==> src/rtl/rpid_pkg.sv <==
// ----------------------------------------------------------------------------
// rpid_pkg
// Types, codes and constants shared by the run-length palette image decoder.
// ----------------------------------------------------------------------------
`default_nettype none

package rpid_pkg;

  // Largest width or height that a header may carry
  localparam int MAX_DIMENSION = 4096;
  localparam int DIM_W         = 13;
  localparam int WORD_W        = 16;

  // Palette: 256 RGB entries, loaded three bytes to an entry
  localparam int PAL_ENTRIES   = 256;
  localparam int PAL_AW        = 8;
  localparam int RGB_W         = 24;

  localparam logic [7:0] ALPHA_OPAQUE = 8'd255;

  // Result kinds
  localparam logic [1:0] KIND_PIXEL  = 2'd0;
  localparam logic [1:0] KIND_HEADER = 2'd1;
  localparam logic [1:0] KIND_ERROR  = 2'd2;

  // Error codes
  localparam logic [1:0] ERR_DIMS  = 2'd0;
  localparam logic [1:0] ERR_LINE  = 2'd1;
  localparam logic [1:0] ERR_TRUNC = 2'd2;

  typedef enum logic [2:0] {
    PH_IDLE = 3'd0,
    PH_HEAD = 3'd1,
    PH_PAL  = 3'd2,
    PH_CLO  = 3'd3,
    PH_CHI  = 3'd4,
    PH_LIT  = 3'd5,
    PH_FILL = 3'd6
  } phase_t;

  // Result of one parser step, before the palette colour is attached
  typedef struct packed {
    logic [1:0]        kind;
    logic [DIM_W-1:0]  rep;
    logic [DIM_W-1:0]  img_w;
    logic [DIM_W-1:0]  img_h;
    logic [WORD_W-1:0] hot_x;
    logic [WORD_W-1:0] hot_y;
    logic [1:0]        err;
    logic              last;
  } res_t;

endpackage

`default_nettype wire

==> src/rtl/rpid_out_if.sv <==
// ----------------------------------------------------------------------------
// rpid_out_if
// Result channel of the decoder: pixel runs, header and error reports.
// ----------------------------------------------------------------------------
`default_nettype none

interface rpid_out_if;
  logic               valid;
  logic               ready;
  logic [1:0]         kind;
  logic [7:0]         red;
  logic [7:0]         green;
  logic [7:0]         blue;
  logic [7:0]         alpha;
  logic [12:0]        repeat_count;
  logic [12:0]        image_width;
  logic [12:0]        image_height;
  logic signed [15:0] hot_x;
  logic signed [15:0] hot_y;
  logic [1:0]         error_code;
  logic               last;

  modport source (output valid, output kind, output red, output green,
                  output blue, output alpha, output repeat_count,
                  output image_width, output image_height, output hot_x,
                  output hot_y, output error_code, output last, input ready);
  modport sink   (input valid, input kind, input red, input green,
                  input blue, input alpha, input repeat_count,
                  input image_width, input image_height, input hot_x,
                  input hot_y, input error_code, input last, output ready);
endinterface

`default_nettype wire

==> src/rtl/rpid_out_stage.sv <==
// ----------------------------------------------------------------------------
// rpid_out_stage
// Two-entry result path: a pending slot that waits for the palette read and
// the output register that drives the result channel.
// ----------------------------------------------------------------------------
`default_nettype none

module rpid_out_stage (
  input  wire logic                      clk,
  input  wire logic                      rst_n,
  input  wire logic                      take,
  input  wire logic                      res_valid,
  input  wire rpid_pkg::res_t            res,
  input  wire logic [rpid_pkg::RGB_W-1:0] pal_rdata,
  output logic                           can_take,
  rpid_out_if.source                     out_ch
);

  logic           pend_v_r, pend_v_nxt;
  rpid_pkg::res_t pend_r;
  logic           out_v_r, out_v_nxt;
  rpid_pkg::res_t out_r;
  logic [rpid_pkg::RGB_W-1:0] rgb_r;
  logic           adv;

  // Palette data belongs to the pending transaction until the next read
  assign adv      = pend_v_r && (!out_v_r || out_ch.ready);
  assign can_take = !pend_v_r || !out_v_r || out_ch.ready;

  always_comb begin
    pend_v_nxt = pend_v_r;
    if (take) begin
      pend_v_nxt = res_valid;
    end else if (adv) begin
      pend_v_nxt = 1'b0;
    end
    out_v_nxt = out_v_r;
    if (adv) begin
      out_v_nxt = 1'b1;
    end else if (out_ch.ready) begin
      out_v_nxt = 1'b0;
    end
  end

  always_ff @(posedge clk) begin
    if (!rst_n) begin
      pend_v_r <= 1'b0;
      out_v_r  <= 1'b0;
    end else begin
      pend_v_r <= pend_v_nxt;
      out_v_r  <= out_v_nxt;
    end
  end

  always_ff @(posedge clk) begin
    if (take) begin
      pend_r <= res;
    end
    if (adv) begin
      out_r <= pend_r;
      rgb_r <= (pend_r.kind == rpid_pkg::KIND_PIXEL) ? pal_rdata : '0;
    end
  end

  assign out_ch.valid        = out_v_r;
  assign out_ch.kind         = out_r.kind;
  assign out_ch.red          = rgb_r[23:16];
  assign out_ch.green        = rgb_r[15:8];
  assign out_ch.blue         = rgb_r[7:0];
  assign out_ch.alpha        = rpid_pkg::ALPHA_OPAQUE;
  assign out_ch.repeat_count = out_r.rep;
  assign out_ch.image_width  = out_r.img_w;
  assign out_ch.image_height = out_r.img_h;
  assign out_ch.hot_x        = $signed(out_r.hot_x);
  assign out_ch.hot_y        = $signed(out_r.hot_y);
  assign out_ch.error_code   = out_r.err;
  assign out_ch.last         = out_r.last;

endmodule

`default_nettype wire

==> src/flat_wrapper.sv <==
// flat-port wrapper written by rule: the top's interface ports become plain ports
module rpid_out_stage_flat 
  (clk, rst_n, take, res_valid, res, pal_rdata, can_take, out_ch_valid, out_ch_kind, out_ch_red, out_ch_green, out_ch_blue, out_ch_alpha, out_ch_repeat_count, out_ch_image_width, out_ch_image_height, out_ch_hot_x, out_ch_hot_y, out_ch_error_code, out_ch_last, out_ch_ready);
  rpid_out_if out_ch_i ();
  input  wire logic clk;
  input  wire logic rst_n;
  input  wire logic take;
  input  wire logic res_valid;
  input  wire rpid_pkg::res_t res;
  input  wire logic [rpid_pkg::RGB_W-1:0] pal_rdata;
  output logic can_take;
  output wire logic [$bits(out_ch_i.valid)-1:0] out_ch_valid;
  output wire logic [$bits(out_ch_i.kind)-1:0] out_ch_kind;
  output wire logic [$bits(out_ch_i.red)-1:0] out_ch_red;
  output wire logic [$bits(out_ch_i.green)-1:0] out_ch_green;
  output wire logic [$bits(out_ch_i.blue)-1:0] out_ch_blue;
  output wire logic [$bits(out_ch_i.alpha)-1:0] out_ch_alpha;
  output wire logic [$bits(out_ch_i.repeat_count)-1:0] out_ch_repeat_count;
  output wire logic [$bits(out_ch_i.image_width)-1:0] out_ch_image_width;
  output wire logic [$bits(out_ch_i.image_height)-1:0] out_ch_image_height;
  output wire logic [$bits(out_ch_i.hot_x)-1:0] out_ch_hot_x;
  output wire logic [$bits(out_ch_i.hot_y)-1:0] out_ch_hot_y;
  output wire logic [$bits(out_ch_i.error_code)-1:0] out_ch_error_code;
  output wire logic [$bits(out_ch_i.last)-1:0] out_ch_last;
  input wire logic [$bits(out_ch_i.ready)-1:0] out_ch_ready;
  assign out_ch_valid = out_ch_i.valid;
  assign out_ch_kind = out_ch_i.kind;
  assign out_ch_red = out_ch_i.red;
  assign out_ch_green = out_ch_i.green;
  assign out_ch_blue = out_ch_i.blue;
  assign out_ch_alpha = out_ch_i.alpha;
  assign out_ch_repeat_count = out_ch_i.repeat_count;
  assign out_ch_image_width = out_ch_i.image_width;
  assign out_ch_image_height = out_ch_i.image_height;
  assign out_ch_hot_x = out_ch_i.hot_x;
  assign out_ch_hot_y = out_ch_i.hot_y;
  assign out_ch_error_code = out_ch_i.error_code;
  assign out_ch_last = out_ch_i.last;
  assign out_ch_i.ready = out_ch_ready;
  rpid_out_stage u_core (.clk(clk), .rst_n(rst_n), .take(take), .res_valid(res_valid), .res(res), .pal_rdata(pal_rdata), .can_take(can_take), .out_ch(out_ch_i));
endmodule
==> config.mk <==
export PLATFORM = sky130hd
export DESIGN_NAME = rpid_out_stage_flat
export DESIGN_NICKNAME = d
export VERILOG_FILES = /design/src/rtl/rpid_pkg.sv /design/src/rtl/rpid_out_if.sv /design/src/rtl/rpid_out_stage.sv /design/src/flat_wrapper.sv
export SDC_FILE = /design/constraint.sdc
export NUM_CORES = 1
export LEC_CHECK = 0
export ABC_CLOCK_PERIOD_IN_PS = 5820
export BUFFER_PORTS_ARGS = -buffer_cell sky130_fd_sc_hd__buf_2
export CAP_MARGIN = 0
export CORE_MARGIN = 3
export CORE_UTILIZATION = 43
export CTS_CLUSTER_DIAMETER = 100
export CTS_CLUSTER_SIZE = 16
export DETAILED_ROUTE_END_ITERATION = 7
export GPL_TIMING_DRIVEN = 0
export PLACE_DENSITY = 0.76
export SETUP_SLACK_MARGIN = 0.3
export SLEW_MARGIN = 30
export SYNTH_ARGS = -nofsm -noshare
export SYNTH_HDL_FRONTEND = slang
export SYNTH_SLANG_ARGS = --single-unit
==> constraint.sdc <==
create_clock -name clk -period 5.82 [get_ports clk]
set_input_delay 0.873 -clock clk [delete_from_list [all_inputs] [get_ports clk]]
set_output_delay 0.873 -clock clk [all_outputs]
set_load 0.01 [all_outputs]
==> out/qor.tcl, run 1 <==
set qor(hold_buffers) 0
set qor(max_stage_delay_ns) 0.28
set qor(synth-seq-area-share_pct) 94.8
set qor(number_of_buffers_and_inverters_on_the_critical_path) 2
set qor(fp.dieArea_mm2) 0.0145
set qor(drt_iter0_markers) 122
set qor(worst_path_dominant_cell_family) {simple AND/OR/NAND/NOR gates}
set qor(path_depth) 4
set qor(first_pass_iters) 6
set qor(post_cts_buffers) 0
set qor(count_of_mapped_cells_out_of_synthesis) 221
set qor(synth.lib_cells_used.distinct) 12
set qor(ys_seq_elements) 178
set qor(post-synth-top-area-fraction_pct) 94.1
set qor(die-height_um) 120
set qor(stdcell_area_mm2) 0.00757
set qor(slew_headroom_pct) 57.0
set qor(power_density_mw_per_mm2) 350
set qor(finalSetupTns_ns) 0
set qor(grt_util_all_layers_pct) 14.5
set qor(synthDominantAreaCellType) {edfxtp_1}
set qor(grt_use_met2_pct) 23.5
set qor(ctsLongestPathBuffers) 2
set qor(antenna_found_initial) 1
set qor(finalCoreUtilization_pct) 59.5
set qor(warning_count_from_the_yosys_run) 0
set qor(timing.final.crit_period_ns) 2.36
set qor(max_slew.worst_pin.slew_ns) 0.643
set qor(worstRegToRegCells) 4
set qor(clock-sinks) 178
set qor(timing.final.setup_violations) 0
set qor(cts_inserted_buffers) 17
set qor(worst_hold_path.num_cells) 0
set qor(most_numerous_cell_on_the_critical_path) {buf_2}
set qor(antenna_cells) 0
set qor(grt_pass1_vias) 3004
set qor(start_util_pct) 44.2
set qor(route.vias.total) 2836
set qor(dpl_cell_area_mm2) 0.00703
set qor(syn2layout_area_growth_pct) 34.7
set qor(layout-drive-gt1-share_pct) 53.3
set qor(boundaryPins) 215
set qor(grt_setup_unrepaired) {no}
set qor(clock.fmax_mhz) 423
set qor(min_path_type) {reg -> reg}
set qor(cp.arrival_ns) 1.49
set qor(rows) 41
set qor(result_of_the_run) {finished clean}
set qor(crit_fanout) 3
set qor(cp_cell_sequence) {buf_2, nor2b_1, nand2_1, buf_2}
set qor(worstSetupEndpointType) {output pin}
set qor(detail_route.wl_per_cell_um) 15.7
set qor(maximum_number_of_pins_on_one_net_before_global_route_repair) 52
set qor(skew_ns) 0.00544
set qor(crit_slowest_cell) {nor2b_1}
set qor(route.detailed.drc) 0
set qor(postRouteWirelength_um) 10100
set qor(top_usage_layer) {met2}
set qor(timing_worst_setup_path_type) {in -> out}
set qor(use_met1_pct) 16.6
set qor(slew_violations) 0
set qor(final_antenna_net_count) 0
set qor(die_w_um) 120
set qor(timing_hold_violations_final) 0
set qor(post_synth.cell_area_avg_um2) 25.4
set qor(leading_cell_types_by_total_area_after_synthesis) {edfxtp_1 (94%), and2_1 (2.7%), buf_4 (1.1%), dfxtp_1 (0.71%), buf_6 (0.40%)}
set qor(cts.htree.levels) 4
set qor(mappedNetlistArea_mm2) 0.00562
set qor(grt_pass1_wl_um) 15700
set qor(fp.coreArea_mm2) 0.0127
set qor(vias_per_cell) 4.41
set qor(gp_routability_congestion) 0.684
set qor(irDropWorstVdd_v) 0.000233
set qor(cts-resized-gates) 0
set qor(dp.final_hpwl_um) 7390
set qor(clkLatencyLatePin_ns) 0.41
set qor(startpoint_class) {primary input}
set qor(crit_required_ns) 4.95
set qor(design.final.nets) 563
set qor(portBuffers) 206
set qor(grt-ovfl-total) 0
set qor(grt.met3_usage_pct) 6.69
set qor(clock_tree_from_tritoncts) {yes}
set qor(total_leakage_power_uw) 0.00301
set qor(clk_root_buffer_cell) {clkbuf_16}
set qor(cts.clk_slew.worst_paths_ns) 0.06
set qor(max_cap_viol_count) 0
set qor(final.period_utilization_pct) 40.6
## metal layers
metal / up-vias / wire length [um]
li1: 1326 / -
met1: 1340 / 3770
met2: 146 / 5070
met3: 22 / 1030
met4: 2 / 200
met5: - / 13
## power by group
| part | switching (uW) | leakage, uW | internal (uW) |
|---|---|---|---|
| Sequential | 16.7 | 0.00170 | 1490 |
| Clock | 447 | 0.000271 | 587 |
| Combinational | 58.7 | 0.00104 | 55.0 |
## layout by cell type, fill, tap and decap left out
cell type  instances
and2_1            24
nor2_4             1
o21a_1             1
edfxtp_1         176
nor2b_1            1
clkinv_1           3
clkbuf_1           1
buf_16             4
dfxtp_1            2
clkbuf_16         17
clkinv_2           4
buf_6              2
buf_8              1
buf_2            205
a21boi_0           1
buf_4              9
nor2b_4            1
nand4bb_1          1
inv_6              3
conb_1             8
clkinv_4           3
nand2_1            2
bufinv_16          1
## cell type report
class | count | area, um^2
Timing Repair Buffer | 211 | 1160
Tap cell | 172 | 215
Buffer | 10 | 82.6
Clock buffer | 18 | 429
Sequential cell | 178 | 5330
Fill cell | 985 | 5150
Multi-Input combinational cell | 40 | 245
Clock inverter | 14 | 114
## through the flow
step / hold WS [ns] / power [uW] / setup slack [ns] / std cells
after floorplan: 0.400 / 1560 / 1.84 / 228
after global placement: 0.400 / 1630 / 0.798 / 606
after detailed placement: 0.405 / 1650 / 3.45 / 611
after CTS: 0.420 / 2680 / 3.45 / 643
after global routing: 0.425 / 2750 / 3.40 / 643
final: 0.419 / 2650 / 3.46 / 643
## registers in the layout, summed over array words and instances (netlist names), 2 cells and up
signal,cells
u_core.out_ch.error_code,2
u_core.pend_r,76
u_core.out_ch.hot_y,16
u_core.out_ch.image_width,13
u_core.out_ch.kind,2
u_core.out_ch.hot_x,16
u_core.out_ch.repeat_count,13
u_core.out_ch.image_height,13
u_core.rgb_r,24
## cell usage after synthesis (all sizes together)
master / n
nor2b: 2
nand4bb: 1
and2: 24
edfxtp: 176
buf: 10
dfxtp: 2
o21a: 1
a21boi: 1
nand2: 2
nor2: 1
conb: 1
## worst reg2reg max path: stages (launching register included)
cell and delay, ns:
dfxtp_1 0.31, nor2b_1 0.17, nor2b_4 0.54, buf_16 0.25, buf_16 0.19
## cells by family (layout without fill, tap and decap cells)
kind of cell | after synthesis | after routing | synth area share [%]
DFF | 178 | 178 | 94.8
AOI/OAI and AO/OA | 2 | 2 | 0.267
other | 1 | 8 | 0.0667
buffers and inverters | 10 | 253 | 1.47
and+or+nand+nor | 30 | 30 | 3.43
## path summary, 6_finish.rpt
check                                                     end  slack [ns]                 from
worst max-delay path                                 can_take        3.46         out_ch_ready
worst min-delay path            u_core.out_ch.repeat_count[9]        0.42    u_core.pend_r[70]
worst max register to register         u_core.out_ch.hot_x[0]        4.05  u_core.out_ch.valid
worst min register to register  u_core.out_ch.repeat_count[9]        0.42    u_core.pend_r[70]
Power figures use the tool's default switching activity.
==> run 2, diff against run 1 <==
- ABC_CLOCK_PERIOD_IN_PS: 5820 -> 2000
- clock period: 5.82 -> 2 ns (I/O delays scaled with it)
==> out/qor.tcl, run 2 (synthesis results as in run 1) <==
set qor(slew_violations) 0 ;# unchanged
set qor(largest_register_ff_count) 76 ;# unchanged
set qor(detail_route.wl_per_cell_um) 15.5 ;# -1.2%
set qor(clock_tree_from_tritoncts) {yes}
set qor(vias_per_cell) 4.35 ;# -1.3%
set qor(cp.arrival_ns) 1.71 ;# +0.22 ns
set qor(final_antenna_net_count) 0 ;# unchanged
set qor(first_pass_iters) 4 ;# -2
set qor(route.vias.total) 2803 ;# -1.2%
set qor(antenna_found_initial) 0 ;# -1
set qor(layout-drive-gt1-share_pct) 53.0 ;# -0.32 points
set qor(antenna_cells) 0 ;# unchanged
set qor(dpl_cell_area_mm2) 0.00706 ;# +0.41%
set qor(timing.final.crit_period_ns) 1.59
set qor(die-height_um) 120 ;# unchanged
set qor(final_critical_path_setup_slack_ns) 0.407 ;# -3.05 ns
set qor(fp.dieArea_mm2) 0.0145 ;# unchanged
set qor(worstSetupEndpointType) {register}
set qor(max_cap_viol_count) 0 ;# unchanged
set qor(finalCoreUtilization_pct) 59.9 ;# +0.42 points
set qor(clock.fmax_mhz) 628
set qor(grt_pass1_vias) 2961 ;# -1.4%
set qor(rows) 41 ;# unchanged
set qor(mostFrequentLayoutCell) {buf_2}
set qor(cts_inserted_buffers) 17 ;# unchanged
set qor(result_of_the_run) {finished clean}
set qor(crit_fanout) 21 ;# +18
set qor(design.final.nets) 564 ;# +0.18%
set qor(grt-ovfl-total) 0 ;# unchanged
set qor(timing_hold_violations_final) 0 ;# unchanged
set qor(start_util_pct) 44.2 ;# unchanged
set qor(grt_pass1_wl_um) 15000 ;# -4.4%
set qor(crit_required_ns) 2.12 ;# -2.83 ns
set qor(cts.htree.levels) 4 ;# unchanged
set qor(place_ws_ns) 0.384 ;# -3.07 ns
set qor(post_cts_buffers) 0 ;# unchanged
set qor(stdcell_area_mm2) 0.00762 ;# +0.71%
set qor(max_flop_register) {u_core.pend_r}
set qor(clkLatencyLatePin_ns) 0.42 ;# about the same
set qor(final.period_utilization_pct) 79.7
set qor(regArea_mm2) 0.00533 ;# about the same
set qor(boundaryPins) 215 ;# unchanged
set qor(total_leakage_power_uw) 0.00302 ;# +0.39%
set qor(cts.clk_slew.worst_paths_ns) 0.06 ;# about the same
set qor(clk_root_buffer_cell) {clkbuf_16}
set qor(fp.coreArea_mm2) 0.0127 ;# unchanged
set qor(maximum_number_of_pins_on_one_net_before_global_route_repair) 42 ;# -19%
set qor(area_occupied_by_multi_input_gates_um2) 253 ;# +3.1%
set qor(gp_routability_congestion) 0.696 ;# +1.8%
set qor(min_path_type) {in -> reg}
set qor(syn2layout_area_growth_pct) 35.7
set qor(postRouteWirelength_um) 9970 ;# -1.1%
set qor(grt_util_all_layers_pct) 14.1 ;# -0.42 points
set qor(timing_worst_setup_path_type) {reg -> reg}
set qor(grt_setup_unrepaired) {no}
set qor(portBuffers) 206 ;# unchanged
set qor(skew_ns) 0.00667 ;# +0.00123 ns
set qor(dp.final_hpwl_um) 7310 ;# -1.1%
set qor(layout.filler_cells) 953 ;# -3.2%
set qor(drt_iter0_markers) 99 ;# -19%
set qor(reg_top3) {u_core.pend_r: 76 flops, u_core.rgb_r: 24 flops}
set qor(clock-sinks) 178 ;# unchanged
set qor(route.detailed.drc) 0 ;# unchanged
set qor(die_w_um) 120 ;# unchanged
set qor(startpoint_class) {register}
set qor(irDropWorstVdd_v) 0.000601 ;# +160%
set qor(timing.final.setup_violations) 0 ;# unchanged
set qor(cts-resized-gates) 0 ;# unchanged
set qor(power_density_mw_per_mm2) 1040 ;# +200%
set qor(ctsLongestPathBuffers) 2 ;# unchanged
set qor(layout_common_cells) {buf_2 (205), edfxtp_1 (176), and2_1 (24), clkbuf_16 (17), buf_4 (9)}
set qor(hold_buffers) 0 ;# unchanged
## run 2: cell types whose count changed in the layout (fill, tap and decap cells not counted), moves of 2 or more
| cell | change |
|---|---|
| bufinv_16 | +2 |
| clkbuf_1 | +7 |
| clkinv_1 | -3 |
| clkinv_4 | -3 |
| inv_6 | -3 |
## run 2: stage by stage
step	hold slack [ns]	TNS [ns]	std cells	power [uW]
floorplan	0.399	-36.51	228	4550
global placement	0.400	-92.43	606	4760
detailed placement	0.405	0	612	4800
CTS	0.0328	0	644	7980
global route	0.0284	0	644	8190
finish	0.0538	0	644	7900
## run 2: path summary, 6_finish.rpt
kind / slack (ns) / endpoint / startpoint / cells past startpoint
hold / removal: 0.05 / u_core.pend_r[46] / res[46] / 1
setup reg to reg: 0.41 / u_core.rgb_r[3] / u_core.out_ch.valid / 5
setup / recovery: 0.41 / u_core.rgb_r[3] / u_core.out_ch.valid / 5
hold reg to reg: 0.41 / u_core.out_ch.hot_y[11] / u_core.pend_r[14] / 0
## run 2: worst max-delay path, cell delays in order, from the launching register on
cell     delay [ns]
dfxtp_2        0.33
nor2b_4        0.13
nor2b_4        0.24
buf_16         0.21
buf_16         0.18
buf_8          0.18
## run 2: layout make-up
cell class	count	share of cell area, %
buffer	10	1.08
clock inverter	7	1.48
clock buffer	25	5.97
multi-input combinational	40	3.32
sequential	178	69.9
tap	172	2.82
timing repair buffer	212	15.5
## run 2: routing by layer
layer	up-vias	routed length [um]	GRT usage, %
li1	1318	-	-
met1	1308	3810	15.5
met2	152	4880	23.0
met3	25	1000	6.92
met4	0	273	6.66
met5	-	0	0
## run 2: where the power goes
part           internal (uW)  switching [uW]
registers               4330            48.2
clock network           1960            1230
logic                    164             172
