==> src/rtl/rpid_pkg.sv <==
// ----------------------------------------------------------------------------
// rpid_pkg
// Types, codes and constants shared by the run-length palette image decoder.
// ----------------------------------------------------------------------------
`default_nettype none

package rpid_pkg;

  // Largest width or height that a header may carry
  localparam int MAX_DIMENSION = 4096;
  localparam int DIM_W         = 13;
  localparam int WORD_W        = 16;

  // Palette: 256 RGB entries, loaded three bytes to an entry
  localparam int PAL_ENTRIES   = 256;
  localparam int PAL_AW        = 8;
  localparam int RGB_W         = 24;

  localparam logic [7:0] ALPHA_OPAQUE = 8'd255;

  // Result kinds
  localparam logic [1:0] KIND_PIXEL  = 2'd0;
  localparam logic [1:0] KIND_HEADER = 2'd1;
  localparam logic [1:0] KIND_ERROR  = 2'd2;

  // Error codes
  localparam logic [1:0] ERR_DIMS  = 2'd0;
  localparam logic [1:0] ERR_LINE  = 2'd1;
  localparam logic [1:0] ERR_TRUNC = 2'd2;

  typedef enum logic [2:0] {
    PH_IDLE = 3'd0,
    PH_HEAD = 3'd1,
    PH_PAL  = 3'd2,
    PH_CLO  = 3'd3,
    PH_CHI  = 3'd4,
    PH_LIT  = 3'd5,
    PH_FILL = 3'd6
  } phase_t;

  // Result of one parser step, before the palette colour is attached
  typedef struct packed {
    logic [1:0]        kind;
    logic [DIM_W-1:0]  rep;
    logic [DIM_W-1:0]  img_w;
    logic [DIM_W-1:0]  img_h;
    logic [WORD_W-1:0] hot_x;
    logic [WORD_W-1:0] hot_y;
    logic [1:0]        err;
    logic              last;
  } res_t;

endpackage

`default_nettype wire

==> src/rtl/rpid_parser.sv <==
// ----------------------------------------------------------------------------
// rpid_parser
// Byte parser: header, palette load and run-length control words. Writes the
// palette RAM and produces one result descriptor per step that yields one.
// ----------------------------------------------------------------------------
`default_nettype none

module rpid_parser (
  input  wire logic                       clk,
  input  wire logic                       rst_n,
  input  wire logic                       take,
  input  wire logic [7:0]                 data_byte,
  input  wire logic                       start_of_image,
  input  wire logic                       end_of_data,
  output logic                            res_valid,
  output rpid_pkg::res_t                  res,
  output logic                            pal_we,
  output logic [rpid_pkg::PAL_AW-1:0]     pal_waddr,
  output logic [rpid_pkg::RGB_W-1:0]      pal_wdata
);

  localparam int DW = rpid_pkg::DIM_W;
  localparam int WW = rpid_pkg::WORD_W;

  rpid_pkg::phase_t phase_r, phase_nxt, ph_eff;

  logic [2:0]                  bc_r, bc_nxt, bc_eff;
  logic [rpid_pkg::PAL_AW-1:0] pal_idx_r, pal_idx_nxt;
  logic [1:0]                  pal_lane_r, pal_lane_nxt;
  logic [7:0]                  red_r, red_nxt, grn_r, grn_nxt;
  logic [WW-1:0]               hx_r, hx_nxt, hy_r, hy_nxt;
  logic [WW-1:0]               wd_r, wd_nxt, ht_r, ht_nxt;
  logic [DW-1:0]               row_r, row_nxt, col_r, col_nxt, run_r, run_nxt;
  logic [7:0]                  clo_r, clo_nxt;

  logic [WW-1:0] ht_new;
  logic          dims_bad;
  logic          pal_done;
  logic [WW-1:0] word;
  logic [WW-1:0] n_abs;
  logic [DW-1:0] room;
  logic          too_long;
  logic [DW-1:0] n_px;
  logic [DW-1:0] col_sum;
  logic [DW-1:0] row_inc;
  logic          line_end;
  logic          img_done;

  assign ph_eff = start_of_image ? rpid_pkg::PH_HEAD : phase_r;
  assign bc_eff = start_of_image ? 3'd0 : bc_r;

  // Height completes with the last header byte
  assign ht_new   = {data_byte, ht_r[7:0]};
  assign dims_bad = (wd_r == '0) || (ht_new == '0) || wd_r[WW-1] || ht_new[WW-1] ||
                    (wd_r > WW'(rpid_pkg::MAX_DIMENSION)) ||
                    (ht_new > WW'(rpid_pkg::MAX_DIMENSION));

  assign pal_done = (pal_lane_r == 2'd2) &&
                    (pal_idx_r == rpid_pkg::PAL_AW'(rpid_pkg::PAL_ENTRIES - 1));

  assign word     = {data_byte, clo_r};
  assign n_abs    = word[WW-1] ? (WW'(0) - word) : word;
  assign room     = wd_r[DW-1:0] - col_r;
  assign too_long = n_abs > {{(WW-DW){1'b0}}, room};

  // Position update for an emitted run
  assign n_px     = (ph_eff == rpid_pkg::PH_LIT) ? DW'(1) : run_r;
  assign col_sum  = col_r + n_px;
  assign row_inc  = row_r + DW'(1);
  assign line_end = {{(WW-DW){1'b0}}, col_sum} >= wd_r;
  assign img_done = line_end && ({{(WW-DW){1'b0}}, row_inc} >= ht_r);

  // Next phase
  always_comb begin
    phase_nxt = phase_r;
    if (take) begin
      if (end_of_data) begin
        phase_nxt = rpid_pkg::PH_IDLE;
      end else begin
        unique case (ph_eff)
          rpid_pkg::PH_IDLE: phase_nxt = rpid_pkg::PH_IDLE;
          rpid_pkg::PH_HEAD: begin
            if (bc_eff == 3'd7) begin
              phase_nxt = dims_bad ? rpid_pkg::PH_IDLE : rpid_pkg::PH_PAL;
            end else begin
              phase_nxt = rpid_pkg::PH_HEAD;
            end
          end
          rpid_pkg::PH_PAL: phase_nxt = pal_done ? rpid_pkg::PH_CLO : rpid_pkg::PH_PAL;
          rpid_pkg::PH_CLO: phase_nxt = rpid_pkg::PH_CHI;
          rpid_pkg::PH_CHI: begin
            if (word == '0) begin
              phase_nxt = rpid_pkg::PH_FILL;
            end else if (too_long) begin
              phase_nxt = rpid_pkg::PH_IDLE;
            end else begin
              phase_nxt = word[WW-1] ? rpid_pkg::PH_FILL : rpid_pkg::PH_LIT;
            end
          end
          rpid_pkg::PH_LIT: begin
            if (img_done) begin
              phase_nxt = rpid_pkg::PH_IDLE;
            end else if (run_r == DW'(1)) begin
              phase_nxt = rpid_pkg::PH_CLO;
            end else begin
              phase_nxt = rpid_pkg::PH_LIT;
            end
          end
          rpid_pkg::PH_FILL: begin
            if ((run_r != '0) && img_done) begin
              phase_nxt = rpid_pkg::PH_IDLE;
            end else begin
              phase_nxt = rpid_pkg::PH_CLO;
            end
          end
          default: phase_nxt = rpid_pkg::PH_IDLE;
        endcase
      end
    end
  end

  // Datapath and results
  always_comb begin
    bc_nxt       = bc_r;
    pal_idx_nxt  = pal_idx_r;
    pal_lane_nxt = pal_lane_r;
    red_nxt      = red_r;
    grn_nxt      = grn_r;
    hx_nxt       = hx_r;
    hy_nxt       = hy_r;
    wd_nxt       = wd_r;
    ht_nxt       = ht_r;
    row_nxt      = row_r;
    col_nxt      = col_r;
    run_nxt      = run_r;
    clo_nxt      = clo_r;
    res_valid    = 1'b0;
    res          = '0;
    pal_we       = 1'b0;
    pal_waddr    = pal_idx_r;
    pal_wdata    = {red_r, grn_r, data_byte};

    if (take) begin
      if (end_of_data) begin
        if (phase_r != rpid_pkg::PH_IDLE) begin
          res_valid = 1'b1;
          res.kind  = rpid_pkg::KIND_ERROR;
          res.err   = rpid_pkg::ERR_TRUNC;
          res.last  = 1'b1;
        end
      end else begin
        if (start_of_image) begin
          row_nxt = '0;
          col_nxt = '0;
          run_nxt = '0;
        end
        case (ph_eff)
          rpid_pkg::PH_HEAD: begin
            bc_nxt = bc_eff + 3'd1;
            case (bc_eff)
              3'd0: hx_nxt[7:0]  = data_byte;
              3'd1: hx_nxt[15:8] = data_byte;
              3'd2: hy_nxt[7:0]  = data_byte;
              3'd3: hy_nxt[15:8] = data_byte;
              3'd4: wd_nxt[7:0]  = data_byte;
              3'd5: wd_nxt[15:8] = data_byte;
              3'd6: ht_nxt[7:0]  = data_byte;
              default: ht_nxt[15:8] = data_byte;
            endcase
            if (bc_eff == 3'd7) begin
              pal_idx_nxt  = '0;
              pal_lane_nxt = '0;
              res_valid    = 1'b1;
              if (dims_bad) begin
                res.kind = rpid_pkg::KIND_ERROR;
                res.err  = rpid_pkg::ERR_DIMS;
                res.last = 1'b1;
              end else begin
                res.kind  = rpid_pkg::KIND_HEADER;
                res.img_w = wd_r[DW-1:0];
                res.img_h = ht_new[DW-1:0];
                res.hot_x = hx_r;
                res.hot_y = hy_r;
              end
            end
          end
          rpid_pkg::PH_PAL: begin
            case (pal_lane_r)
              2'd0:    red_nxt = data_byte;
              2'd1:    grn_nxt = data_byte;
              default: begin
                pal_we      = 1'b1;
                pal_idx_nxt = pal_idx_r + rpid_pkg::PAL_AW'(1);
              end
            endcase
            pal_lane_nxt = (pal_lane_r == 2'd2) ? 2'd0 : pal_lane_r + 2'd1;
          end
          rpid_pkg::PH_CLO: clo_nxt = data_byte;
          rpid_pkg::PH_CHI: begin
            if (word == '0) begin
              run_nxt = '0;
            end else if (too_long) begin
              res_valid = 1'b1;
              res.kind  = rpid_pkg::KIND_ERROR;
              res.err   = rpid_pkg::ERR_LINE;
              res.last  = 1'b1;
            end else begin
              run_nxt = n_abs[DW-1:0];
            end
          end
          rpid_pkg::PH_LIT, rpid_pkg::PH_FILL: begin
            if (ph_eff == rpid_pkg::PH_LIT) begin
              run_nxt = run_r - DW'(1);
            end
            if ((ph_eff == rpid_pkg::PH_LIT) || (run_r != '0)) begin
              res_valid = 1'b1;
              res.kind  = rpid_pkg::KIND_PIXEL;
              res.rep   = n_px;
              res.last  = img_done;
              col_nxt   = line_end ? '0 : col_sum;
              row_nxt   = line_end ? row_inc : row_r;
            end
          end
          default: ;
        endcase
      end
    end
  end

  always_ff @(posedge clk) begin
    if (!rst_n) begin
      phase_r    <= rpid_pkg::PH_IDLE;
      bc_r       <= '0;
      pal_idx_r  <= '0;
      pal_lane_r <= '0;
      row_r      <= '0;
      col_r      <= '0;
      run_r      <= '0;
      clo_r      <= '0;
      hx_r       <= '0;
      hy_r       <= '0;
      wd_r       <= '0;
      ht_r       <= '0;
    end else begin
      phase_r    <= phase_nxt;
      bc_r       <= bc_nxt;
      pal_idx_r  <= pal_idx_nxt;
      pal_lane_r <= pal_lane_nxt;
      row_r      <= row_nxt;
      col_r      <= col_nxt;
      run_r      <= run_nxt;
      clo_r      <= clo_nxt;
      hx_r       <= hx_nxt;
      hy_r       <= hy_nxt;
      wd_r       <= wd_nxt;
      ht_r       <= ht_nxt;
    end
  end

  always_ff @(posedge clk) begin
    red_r <= red_nxt;
    grn_r <= grn_nxt;
  end

endmodule

`default_nettype wire

==> config.mk <==
export PLATFORM = sky130hd
export DESIGN_NAME = rpid_parser
export DESIGN_NICKNAME = d
export VERILOG_FILES = /design/src/rtl/rpid_pkg.sv /design/src/rtl/rpid_parser.sv
export SDC_FILE = /design/constraint.sdc
export NUM_CORES = 1
export LEC_CHECK = 0
export ABC_AREA = 1
export ABC_CLOCK_PERIOD_IN_PS = 6320
export BUFFER_PORTS_ARGS = -buffer_cell sky130_fd_sc_hd__clkbuf_2
export CAP_MARGIN = 0
export CORE_ASPECT_RATIO = 1.2
export CORE_MARGIN = 5
export CORE_UTILIZATION = 25
export DETAILED_ROUTE_END_ITERATION = 16
export PLACE_DENSITY = 0.46
export SLEW_MARGIN = 10
export SYNTH_ARGS = -nofsm -noshare
export SYNTH_HDL_FRONTEND = slang
export SYNTH_SLANG_ARGS = --single-unit
==> constraint.sdc <==
create_clock -name clk -period 6.32 [get_ports clk]
set_input_delay 1.264 -clock clk [delete_from_list [all_inputs] [get_ports clk]]
set_output_delay 1.264 -clock clk [all_outputs]
set_load 0.05 [all_outputs]
==> results.yml, run 1 <==
status:
  outcome: "finished, final reports clean"
timing:
  tightest_slew_ns: 1.01
  final-max-slew-violation-count: 0
  hold_violations: 0
  fin_worst_skew_ns: 0.0143
  relSlewSlack_pct: 32.6
  period_share_pct: 96.4
  setup_viol: 0
  fin_setup_tns_ns: 0
  rsz0062_at_grt: "no"
  fin_crit_ns: 6.09
  max_freq_ghz: 0.164
power_and_ir_drop:
  peakVddDrop_mv: 0.181
  power-per-cell-area_mw_per_mm2: 194
  power.leakage_nw: 4.94
  finalPower_mw: 2.22
global_route:
  grt.overflow.total: 0
  grt_pass1_vias: 8829
  grt_pass1_wl_um: 50400
  grt_max_degree: 58
  antenna_found_initial: 0
  grt.total_usage_pct: 15.0
worst_setup_path:
  timing.rr.start: "phase_r[2]"
  start_kind: "input port"
  cp_slowest_cell: "ha_1"
  reg2reg_slack_ns: 1.91
  rr_worst_depth: 25
  critical_path.most_common_cell: "nand2_2"
  max_stage_delay_ns: 0.34
  crit_arrival_ns: 4.83
  endpoint_kind: "output port"
  worstPathRequired_ns: 5.06
  critPathKind: "in -> out"
  cp_max_fo: 10
  worstSetupStartpoint: "start_of_image"
synthesis:
  synth_cell_type_count: 58
  synth_top_family_by_area: "simple AND/OR/NAND/NOR gates"
  yosys-mux-area-fraction_pct: 0
  yosysWarnings: 0
  synth-main-ff-cell: "dfxtp_1"
  synthXorXnorAreaFrac_pct: 4.28
  syn_area_mm2: 0.00976
  postSynthCellCount: 1388
  synthAdderAreaFrac_pct: 9.64
  syn_nets: 1475
  synth-seq-area-share_pct: 31.0
  async_reset_ff_share_pct: 0
  ys_ff_latch: 143
  synth-simple-area-share_pct: 22.8
  synth_compound_area_share_pct: 20.4
  synth_edf_count: 16
  syn_avg_cell_area_um2: 7.03
clocking:
  ctsHoldBuffers: 0
  htree_levels: 4
  clock-sinks: 143
  numCtsBuffers: 17
  ctsRootBufferMaster: "clkbuf_16"
  clockBufferDepth: 2
  cts_tree: "built"
  cts.clk_slew.worst_paths_ns: 0.06
  worst_skew_pair.late_latency_ns: 0.43
hold_path:
  hold_depth: 2
  hp-class: "reg -> reg"
  worstHoldStart: "wd_r[14]"
route:
  drt_iter0_drc: 429
  route.antenna.remaining_nets: 0
  num_vias: 9267
  vias_per_cell: 4.58
  wl_per_cell_um: 16.3
  drt_wl_total_um: 33000
  route.detailed.drc: 0
  dr.pass1.iters: 6
die:
  fp.coreArea_mm2: 0.0386
  die_h_um: 226
  io-pin-count: 123
  dieArea_mm2: 0.0431
  die_x_um: 190
  start_util_pct: 25.3
  row_count: 79
cells_and_area:
  drive_above_1_share_pct: 17.2
  final_cells: 2023
  finalNetCount: 1571
  fillerInstances: 4252
  syn2layout_area_growth_pct: 17.5
  n_antenna_cell: 0
place:
  place_hpwl_um: 25300
  dpl.cell_count: 1991
  place_congestion: 0.883
  port_buffers: 122
run:
  timing.max_cap.violations: 0
cells in the mapped netlist, types with 6 or more instances:
| library cell | count | area (um^2) |
|---|---|---|
| buf_2 | 10 | 50.1 |
| nand3_1 | 57 | 285 |
| o21ai_1 | 7 | 35.0 |
| nor2_2 | 6 | 37.5 |
| nor3_1 | 29 | 145 |
| edfxtp_1 | 16 | 480 |
| nor2_1 | 163 | 612 |
| nand2_2 | 15 | 93.8 |
| inv_1 | 201 | 754 |
| inv_2 | 14 | 52.6 |
| clkbuf_1 | 42 | 158 |
| dfxtp_1 | 127 | 2540 |
| nand4_1 | 8 | 50.1 |
| nand2_1 | 163 | 612 |
| a22oi_2 | 7 | 87.6 |
| a31oi_1 | 13 | 81.3 |
| ha_1 | 72 | 901 |
| nor2_4 | 10 | 113 |
| buf_4 | 9 | 67.6 |
| o21ai_0 | 138 | 691 |
| a21oi_1 | 151 | 756 |
| nor4_1 | 7 | 43.8 |
| xor2_1 | 39 | 342 |
stage by stage:
step / hold slack [ns] / utilization [%] / cell area [um^2] / setup slack [ns]
detailed placement: 0.439 / 28.1 / 10900 / 0.0288
global route: 0.466 / 29.7 / 11500 / 0.00369
CTS: 0.448 / 29.6 / 11500 / 0.0222
floorplan: 0.423 / - / 9760 / 0.190
global placement: 0.433 / 28.1 / 10900 / 0.131
finish: 0.449 / 29.7 / 11500 / 0.230
logic make-up (layout without fill, tap and decap cells):
kind of cell    count (synthesis)  count (layout)
simple gates                  482             482
compound gates                358             358
buf+inv                       285             394
flops                         143             143
fa+ha+maj                      74              74
xor+xnor                       46              46
cells in the final DEF, fill, tap and decap left out, types with 18 or more instances in the layout:
| master | instances |
|---|---|
| clkbuf_16 | 18 |
| a21oi_1 | 150 |
| xor2_1 | 39 |
| buf_4 | 21 |
| ha_1 | 72 |
| nor3_1 | 28 |
| clkbuf_2 | 121 |
| o21ai_0 | 138 |
| nor2_1 | 163 |
| inv_1 | 201 |
| nand3_1 | 57 |
| dfxtp_1 | 127 |
| nand2_1 | 162 |
power by group:
part / switching [mW] / internal, mW
registers: 0.00956 / 0.928
clock network: 0.447 / 0.562
logic: 0.195 / 0.0803
total: 0.651 / 1.57
final timing paths:
kind         endpoint
max            res[0]
min reg2reg  wd_r[14]
min          wd_r[14]
max reg2reg  col_r[3]
state kept, by name (all words and copies together), names as in the netlist:
signal	cells
ht_r	16
hx_r	16
hy_r	16
wd_r	16
col_r	13
row_r	13
run_r	13
clo_r	8
grn_r	8
pal_waddr	8
red_r	8
bc_r	3
phase_r	3
pal_lane_r	2
repair_timing:
action                                  in CTS  in global routing
endpoints found under the setup margin       0                  1
setup buffers                                0                  0
resized for setup                            0                  4
critical path, delay by kind of cell:
kind / cells / cell delay (ns)
AND/OR/NAND/NOR: 15 / 1.73
AO/OA/AOI/OAI: 4 / 0.66
adder cells (fa/ha/maj): 2 / 0.61
buffers and inverters: 5 / 0.54
final cells by class:
type | count | area [um^2] | share of cell area [%]
Tap cell | 526 | 658 | 5.74
Sequential cell | 143 | 3020 | 26.4
Clock buffer | 21 | 485 | 4.23
Inverter | 219 | 827 | 7.21
Multi-Input combinational cell | 960 | 5600 | 48.8
Clock inverter | 11 | 93.8 | 0.818
Timing Repair Buffer | 143 | 783 | 6.83
layer usage:
layer  wire (um)  share of wire, %  GRT usage, %
met1       14900                45          18.7
met2       16800                51          27.2
met3         844               2.6          2.28
met4         485               1.5          3.62
met5           0                 0             0
Power figures use the tool's default switching activity.
==> run 2, diff against run 1 <==
ABC_CLOCK_PERIOD_IN_PS = 6930   (was 6320)
clock period = 6.93 ns   (was 6.32 ns; I/O delays follow)
==> run 2 against run 1 <==
Effect of this change: clock-buffer cell count decreased by 2; global-route usage about the same; cell count decreased by 0.44%; critical path depth unchanged; highest routed layer unchanged; largest power group unchanged; critical endpoint unchanged.
==> results.yml, run 2 (synthesized netlist as in run 1, its figures left out) <==
die:
  dieArea_mm2: 0.0431
  fp.coreArea_mm2: 0.0386
  die_x_um: 190
  start_util_pct: 25.3
  row_count: 79
  die_h_um: 226
  io-pin-count: 123
power_and_ir_drop:
  netSwitchingFraction_pct: 29.6
  power-per-cell-area_mw_per_mm2: 175
  p_seq_share_pct: 43.0
  share_comb_of_total_power_pct: 12.3
  p_switching_uw: 590
  clkPwrFrac_pct: 44.8
  cell_internal_pwr_mw: 1.40
  power.leakage_nw: 4.88
  peakVddDrop_mv: 0.159
worst_setup_path:
  start_kind: "input port"
  reg2reg_slack_ns: 2.61
  crit_arrival_ns: 5.15
  worstPathRequired_ns: 5.54
  cp_max_fo: 15
  endpoint_kind: "output port"
  critPathKind: "in -> out"
clocking:
  cts_resized: 0
  clock-sinks: 143
  clockBufferDepth: 2
  cts_tree: "built"
  cts.clk_slew.worst_paths_ns: 0.06
  htree_levels: 4
  ctsHoldBuffers: 0
  numCtsBuffers: 17
  worst_skew_pair.late_latency_ns: 0.44
  ctsRootBufferMaster: "clkbuf_16"
  post_cts_buffers: 0
route:
  vias_per_cell: 4.58
  dr.pass1.iters: 5
  num_vias: 9215
  drt_wl_total_um: 32600
  drt_iter0_drc: 511
  route.antenna.remaining_nets: 0
  route.detailed.drc: 0
  wl_per_cell_um: 16.2
cells_and_area:
  layout_common_cells: "inv_1 (201), nor2_1 (163), nand2_1 (163)"
  n_antenna_cell: 0
  multi_input_area_mm2: 0.00559
  final_cells: 2014
  postLayoutCoreUtil_pct: 29.4
  final-seq-area_mm2: 0.00302
  mostFrequentLayoutCell: "inv_1"
  fillerInstances: 4290
  syn2layout_area_growth_pct: 16.5
  finalNetCount: 1562
  drive_above_1_share_pct: 16.6
global_route:
  grt.total_usage_pct: 15.1
  grt_max_degree: 93
  grt.overflow.total: 0
  grt_pass1_vias: 8998
  antenna_found_initial: 0
  grt_pass1_wl_um: 50800
place:
  pre_cts_slack_ns: 0.273
  place_hpwl_um: 24800
  port_buffers: 122
  place_congestion: 0.866
  dpl.cell_count: 1982
timing:
  fin_setup_tns_ns: 0
  layout_setup_ws_ns: 0.392
  relSlewSlack_pct: 23.9
  final-max-slew-violation-count: 0
  hold_violations: 0
  period_share_pct: 94.3
  fin_crit_ns: 6.54
  fin_worst_skew_ns: 0.0154
  tightest_slew_ns: 1.14
  rsz0062_at_grt: "no"
  setup_viol: 0
  max_freq_ghz: 0.153
run:
  timing.max_cap.violations: 0
status:
  outcome: "finished, final reports clean"
hold_path:
  hp-class: "reg -> reg"
==> run 2: layout make-up <==
| type | instances | area share (%) |
|---|---|---|
| clock inverter | 13 | 0.902 |
| clock buffer | 19 | 3.98 |
| timing repair buffer | 134 | 6.29 |
| tap | 526 | 5.79 |
| multi-input combinational | 960 | 49.2 |
| inverter | 219 | 7.27 |
| sequential | 143 | 26.6 |
==> run 2: final timing paths <==
path	from	end	depth (start not counted)
setup / recovery	start_of_image	res[0]	26
hold / removal	wd_r[14]	wd_r[14]	2
setup reg to reg	phase_r[2]	col_r[3]	24
hold reg to reg	wd_r[14]	wd_r[14]	2
==> run 2: worst max-delay path, stage by stage <==
cell and delay [ns]:
clkbuf_2 0.11, inv_2 0.06, nand2_2 0.09, nor2_4 0.19, nand2_8 0.14, inv_4 0.13, nor2_1 0.07, ha_1 0.34
a21oi_2 0.18, nor2_1 0.06, a211oi_1 0.21, nand2_2 0.12, nand2_2 0.10, o21ai_2 0.06, or2_1 0.22, and2_1 0.14
ha_1 0.27, nand2_1 0.07, nor3_2 0.18, nand3_1 0.11, nand3_2 0.17, nand2_1 0.18, o2111ai_1 0.23, nand2_1 0.08
inv_1 0.09, buf_12 0.14
==> run 2: power by group through the flow <==
stage	sequential (mW)	combinational, mW	clock (mW)
after global routing	0.856	0.273	0.948
after CTS	0.855	0.245	0.916
final	0.855	0.244	0.891
after detailed placement	0.873	0.244	0
after floorplan	0.870	0.179	0
after global placement	0.873	0.243	0
==> run 2: per-stage QoR <==
stage | power (mW) | hold WS, ns | cell area, um^2
global placement | 1.12 | 0.434 | 10800
floorplan | 1.05 | 0.423 | 9760
CTS | 2.02 | 0.450 | 11400
global route | 2.08 | 0.469 | 11400
finish | 1.99 | 0.449 | 11400
detailed placement | 1.12 | 0.441 | 10800
==> run 2: routing by layer <==
metal  global-route usage [%]  wire [um]
met1                     18.6      14600
met2                     27.0      16300
met3                     2.09        941
met4                     4.87        764
met5                        0          0
